**src/rtl/drtrim_pkg.sv**
```systemverilog
// Shared widths, register indexes and controller/datapath interface types
// for the depth row edge trim block. Depends on nothing.
package drtrim_pkg;

  localparam int DEPTH_W     = 16;
  localparam int THR_W       = 16;
  localparam int CHECK_W     = 11;
  localparam int POS_W       = 10;
  localparam int LEN_W       = 11;
  localparam int CFG_DATA_W  = 16;
  localparam int REG_INDEX_W = 1;

  localparam logic [REG_INDEX_W-1:0] REG_SLOPE_THRESHOLD = 1'd0;
  localparam logic [REG_INDEX_W-1:0] REG_CHECK_WIDTH     = 1'd1;

  localparam logic [THR_W-1:0]   THRESHOLD_RESET   = 16'd48;
  localparam logic [CHECK_W-1:0] CHECK_WIDTH_RESET = 11'd10;

  typedef struct packed {
    logic load;
    logic eval;
    logic fall_setup;
    logic finish;
    logic found;
  } drtrim_cmd_t;

  typedef struct packed {
    logic qualify;
    logic scan_done;
  } drtrim_status_t;

endpackage

```
**src/rtl/drtrim_ctrl.sv**
```systemverilog
// Sequencer for the depth row edge trim block: accepts pixels, then steps
// through evaluation and the two refinement scans. Depends on drtrim_pkg.
module drtrim_ctrl (
  input  logic                     clk,
  input  logic                     rst,
  input  logic                     start,
  input  logic                     row_end,
  input  drtrim_pkg::drtrim_status_t status,
  output drtrim_pkg::drtrim_cmd_t    cmd,
  output logic                     busy,
  output logic                     done
);
  import drtrim_pkg::*;

  typedef enum logic [1:0] {
    S_IDLE,
    S_EVAL,
    S_RISE,
    S_FALL
  } state_t;

  state_t state;

  always_comb begin
    cmd = '0;
    unique case (state)
      S_IDLE: begin
        cmd.load = start;
      end
      S_EVAL: begin
        cmd.eval   = 1'b1;
        cmd.finish = !status.qualify;
      end
      S_RISE: begin
        cmd.fall_setup = status.scan_done;
      end
      S_FALL: begin
        cmd.finish = status.scan_done;
        cmd.found  = 1'b1;
      end
      default: begin
        cmd = '0;
      end
    endcase
  end

  always_ff @(posedge clk) begin
    if (rst) begin
      state <= S_IDLE;
      busy  <= 1'b0;
      done  <= 1'b0;
    end else begin
      done <= 1'b0;
      unique case (state)
        S_IDLE: begin
          if (start && row_end) begin
            state <= S_EVAL;
            busy  <= 1'b1;
          end
        end
        S_EVAL: begin
          if (status.qualify) begin
            state <= S_RISE;
          end else begin
            state <= S_IDLE;
            busy  <= 1'b0;
            done  <= 1'b1;
          end
        end
        S_RISE: begin
          if (status.scan_done) begin
            state <= S_FALL;
          end
        end
        S_FALL: begin
          if (status.scan_done) begin
            state <= S_IDLE;
            busy  <= 1'b0;
            done  <= 1'b1;
          end
        end
        default: begin
          state <= S_IDLE;
          busy  <= 1'b0;
        end
      endcase
    end
  end

endmodule

```
**config.mk**
```make
export PLATFORM = sky130hd
export DESIGN_NAME = drtrim_ctrl
export DESIGN_NICKNAME = d
export VERILOG_FILES = /design/src/rtl/drtrim_pkg.sv /design/src/rtl/drtrim_ctrl.sv
export SDC_FILE = /design/constraint.sdc
export NUM_CORES = 1
export LEC_CHECK = 0
export BUFFER_PORTS_ARGS = -buffer_cell sky130_fd_sc_hd__buf_4
export CAP_MARGIN = 10
export CORE_AREA = 2 2 39 41
export CTS_BUF_LIST = sky130_fd_sc_hd__clkbuf_2 sky130_fd_sc_hd__clkbuf_4 sky130_fd_sc_hd__clkbuf_8
export DETAILED_ROUTE_END_ITERATION = 7
export DIE_AREA = 0 0 41 43
export GPL_TIMING_DRIVEN = 0
export PLACE_DENSITY = 0.49
export SLEW_MARGIN = 20
export SYNTH_ARGS = -nofsm -noshare
export SYNTH_HDL_FRONTEND = slang
export SYNTH_SLANG_ARGS = --single-unit
```
**constraint.sdc**
```tcl
create_clock -name clk -period 1.1 [get_ports clk]
set_input_delay 0.275 -clock clk [delete_from_list [all_inputs] [get_ports clk]]
set_output_delay 0.275 -clock clk [all_outputs]
set_load 0.02 [all_outputs]
```
Word level (Yosys, flattened, before mapping)

Index checks and enable logic that the tools add are counted.

Bits of input ports: 6
Bits in registers: 4
Word-level logic and storage cells: 33

Reduce and logical (&&, ||, !) cells: 6
Muxes and demuxes: 17
Equal/unequal tests: 7

Operators with widths:

| kind                                                | count |
|---|---|
| 2-to-1 mux 1 bit                                    | 9 |
| 2-to-1 mux 2 bit                                    | 4 |
| inequality test 2 bit, second input constant        | 4 |
| case mux 2 bit (4 select lines)                     | 1 |
| equality test 2 bit, second input constant          | 2 |
| case mux 1 bit (2 select lines)                     | 2 |
| AND reduction 4 bit                                 | 1 |
| case mux 1 bit (3 select lines)                     | 1 |
| AND reduction 3 bit                                 | 1 |
| nonzero test 3 bit                                  | 1 |
| equality test 2 x 1 -> 1 bit, second input constant | 1 |
| logical NOT 2 bit                                   | 1 |
| logical AND 1 bit                                   | 1 |
| logical NOT 1 bit                                   | 1 |

Longest topological paths before layout

Depth after elaboration: 3
Depth in mapped cells: 4

Worst setup path before layout

Ideal clock, no wire load.

Path type: register to output
Start point: reg state[0]
End point: out cmd[4] (netlist bit)
Slack: -131 ps
Arrival time: 956 ps
Cell stages (with the launch flop): 3
Required time: 825 ps
Path through: dfxtp_1 -> buf_6 -> nor3b_1

RTL lines:

| element                | RTL line          | source |
|---|---|---|
| start, declared        | drtrim_ctrl.sv:22 | `state_t state;` |
| start signal, assigned | drtrim_ctrl.sv:49 | `state <= S_IDLE;` |
| start signal, assigned | drtrim_ctrl.sv:57 | `state <= S_EVAL;` |
| start signal, assigned | drtrim_ctrl.sv:63 | `state <= S_RISE;` |
| end, declared          | drtrim_ctrl.sv:9  | `output drtrim_pkg::drtrim_cmd_t cmd,` |

==> metrics <==
status finished, violations left; failing checks setup timing; post-layout minimum cycle time around 1.3 ns; root buffer cell clkbuf_4; Longest Clk Path Bufs 2; setup slack after layout -0.217 ns; GRT Util Overall 7.53%; Sink Count 4; # setup viols final 5; CTS Hold Bufs 0; vias in the first global route 220; Starting DRT DRC Count 1; syn nets 28; DR vias/cell 4.02; syn avg cell area between 10 and 15 sq um; Std-Cell Rows 14; VDD IR max 425 uV; slew margin rel. 86.8%; Diodes inserted 0; Final Max Tran Viols 0; Fill cells about 150; critical-path maximum fanout 5; Arr. time, crit path 1.04 ns; Routed wire per std cell 9.13 um; die height 43 um; RSZ-0062 raised after global routing yes; core area 0.00138 sq mm; Final Hold Fails 0; initial core utilization about 16%; CTS buffer count 3; drt drc 0; Clk pin slew, worst setup/hold paths 0.04 ns; Detailed Route WL ~500 um; final clock period utilization by the worst path 120%; placed cells 50; Leak between 0.15 and 0.2 nW; chip width 41 um; final cell count without fillers 56; post-layout util 30.1%; Hold Crit Class in2reg; Netlist cell types 17; Warnings, synthesis 0; Gate Count Post-Synth 22; Vias between 200 and 250; ordered list of cells on the worst path and2_4, o21a_4, buf_6; Tightest Pin Transition 0.197 ns; hold_ws 0.244 ns; Crit-path slowest cell dfxtp_4; Routed Antenna Nets 0; H-tree lvl count 1; largest net degree at the start of global routing 7; max-cap viol count 0; Syn-to-layout area delta 83.0%; grt ovf 0; Worst Skew 0.00383 ns; Pre-antenna DRT Iters 3; global-route wire length before repair 876 um; PwrDens 1170 mW/mm^2; synthesized cell area 228 sq um; final net count 48; initial antenna violation count 0; CTS tree yes; flops & latches, synth 4; Final Wtd Congestion 0.586; critical path type reg2out; dpl hpwl 401 um; port bufs 12; Setup crit end kind output port; layout cells sized above 1 75.0%; highest clock rate 759 MHz; Clk Latency, worst-skew pair 0.23 ns; CP Launch Type flip-flop; io pins 13; sequential share of the synthesized area about a third; slowest cell delay on critical path 0.34 ns; Setup TNS Final -0.817 ns; Tot Pwr 489 uW; CP required 0.82 ns; die area approximately 0.0018 sq mm
stage by stage:
step | area (sq um) | setup slack [ns]
after floorplan | 240 | 0.0469
after global placement | 350 | -0.102
after detailed placement | 350 | -0.0998
after CTS | 424 | -0.238
after global routing | 417 | -0.259
final | 417 | -0.217
logic make-up (layout without fill, tap and decap cells):
kind of cell | Yosys count | in the layout | synth area share [%]
AO/OA/AOI/OAI | 4 | 4 | 20.3
buffers and inverters | 1 | 19 | 4.94
flip-flops | 4 | 4 | 35.2
AND/OR/NAND/NOR | 13 | 13 | 39.6
cell usage after synthesis:
| cell | n | area [sq um] |
|---|---|---|
| and2b_4 | 1 | 10.0 |
| nand2_1 | 1 | 3.75 |
| nand2b_1 | 2 | 12.5 |
| and2_1 | 1 | 6.26 |
| and2_4 | 1 | 8.76 |
| nor2_2 | 1 | 6.26 |
| nor2b_4 | 1 | 13.8 |
| nor3b_1 | 1 | 7.51 |
| o21a_4 | 1 | 15.0 |
| nor2_1 | 2 | 7.51 |
| dfxtp_1 | 4 | 80.1 |
| o32ai_1 | 1 | 8.76 |
| a22oi_1 | 1 | 7.51 |
| nor2b_1 | 1 | 6.26 |
| nand3b_1 | 1 | 7.51 |
| a221oi_2 | 1 | 15.0 |
| buf_6 | 1 | 11.3 |
critical path, delay by kind of cell, from the launching register on:
family                 cells  cell delay (ns)
flip-flops                 1             0.34
AND/OR/NAND/NOR            1             0.14
AO/OA/AOI/OAI              1             0.20
buffers and inverters      1             0.13
final cells by class:
class,instances,area [sq um],share of cell area [%]
multi-input combinational,17,151,36.3
tap,16,20.0,4.80
sequential,4,87.6,21.0
clock buffer,3,22.5,5.41
timing repair buffer,16,135,32.4
metal layers:
metal  track usage (%)  share of wire, %
met1              9.97                45
met2              9.06                41
met3              3.14                14
met4              6.00                 0
met5                 0                 0
where the power goes:
part	internal (mW)	switching [mW]	total, mW
logic	0.0791	0.0588	0.138
registers	0.156	0.0129	0.169
clock network	0.122	0.0601	0.182
cell usage in the layout, fill, tap and decap left out:
cell and n:
and2b_4 1, dfxtp_1 2, nand3b_1 1, a221oi_2 1, a22oi_1 1, nor2_2 1, buf_4 12, o21a_4 1
dfxtp_4 2, buf_6 4, and2_4 2, nor2b_4 2, o32ai_1 1, clkbuf_4 3, nand2_1 1, nand2b_1 2
nor2_1 2, nor3b_2 1
final timing paths:
path	startpoint	depth (start not counted)	slack (ns)	end
worst min register to register	busy	2	0.49	busy
worst max register to register	flip-flop	3	0.07	state[0]
worst max-delay path	flip-flop	3	-0.22	cmd[1]
worst min-delay path	rst	2	0.24	state[0]
repair_timing:
| item | 4_1_cts | 5_1_grt |
|---|---|---|
| endpoints found under the setup margin | 5 | 5 |
| buffers inserted | 4 | 0 |
| gates resized for setup | 7 | 2 |
| pin swaps | 1 | 0 |
Power figures use the tool's default switching activity.
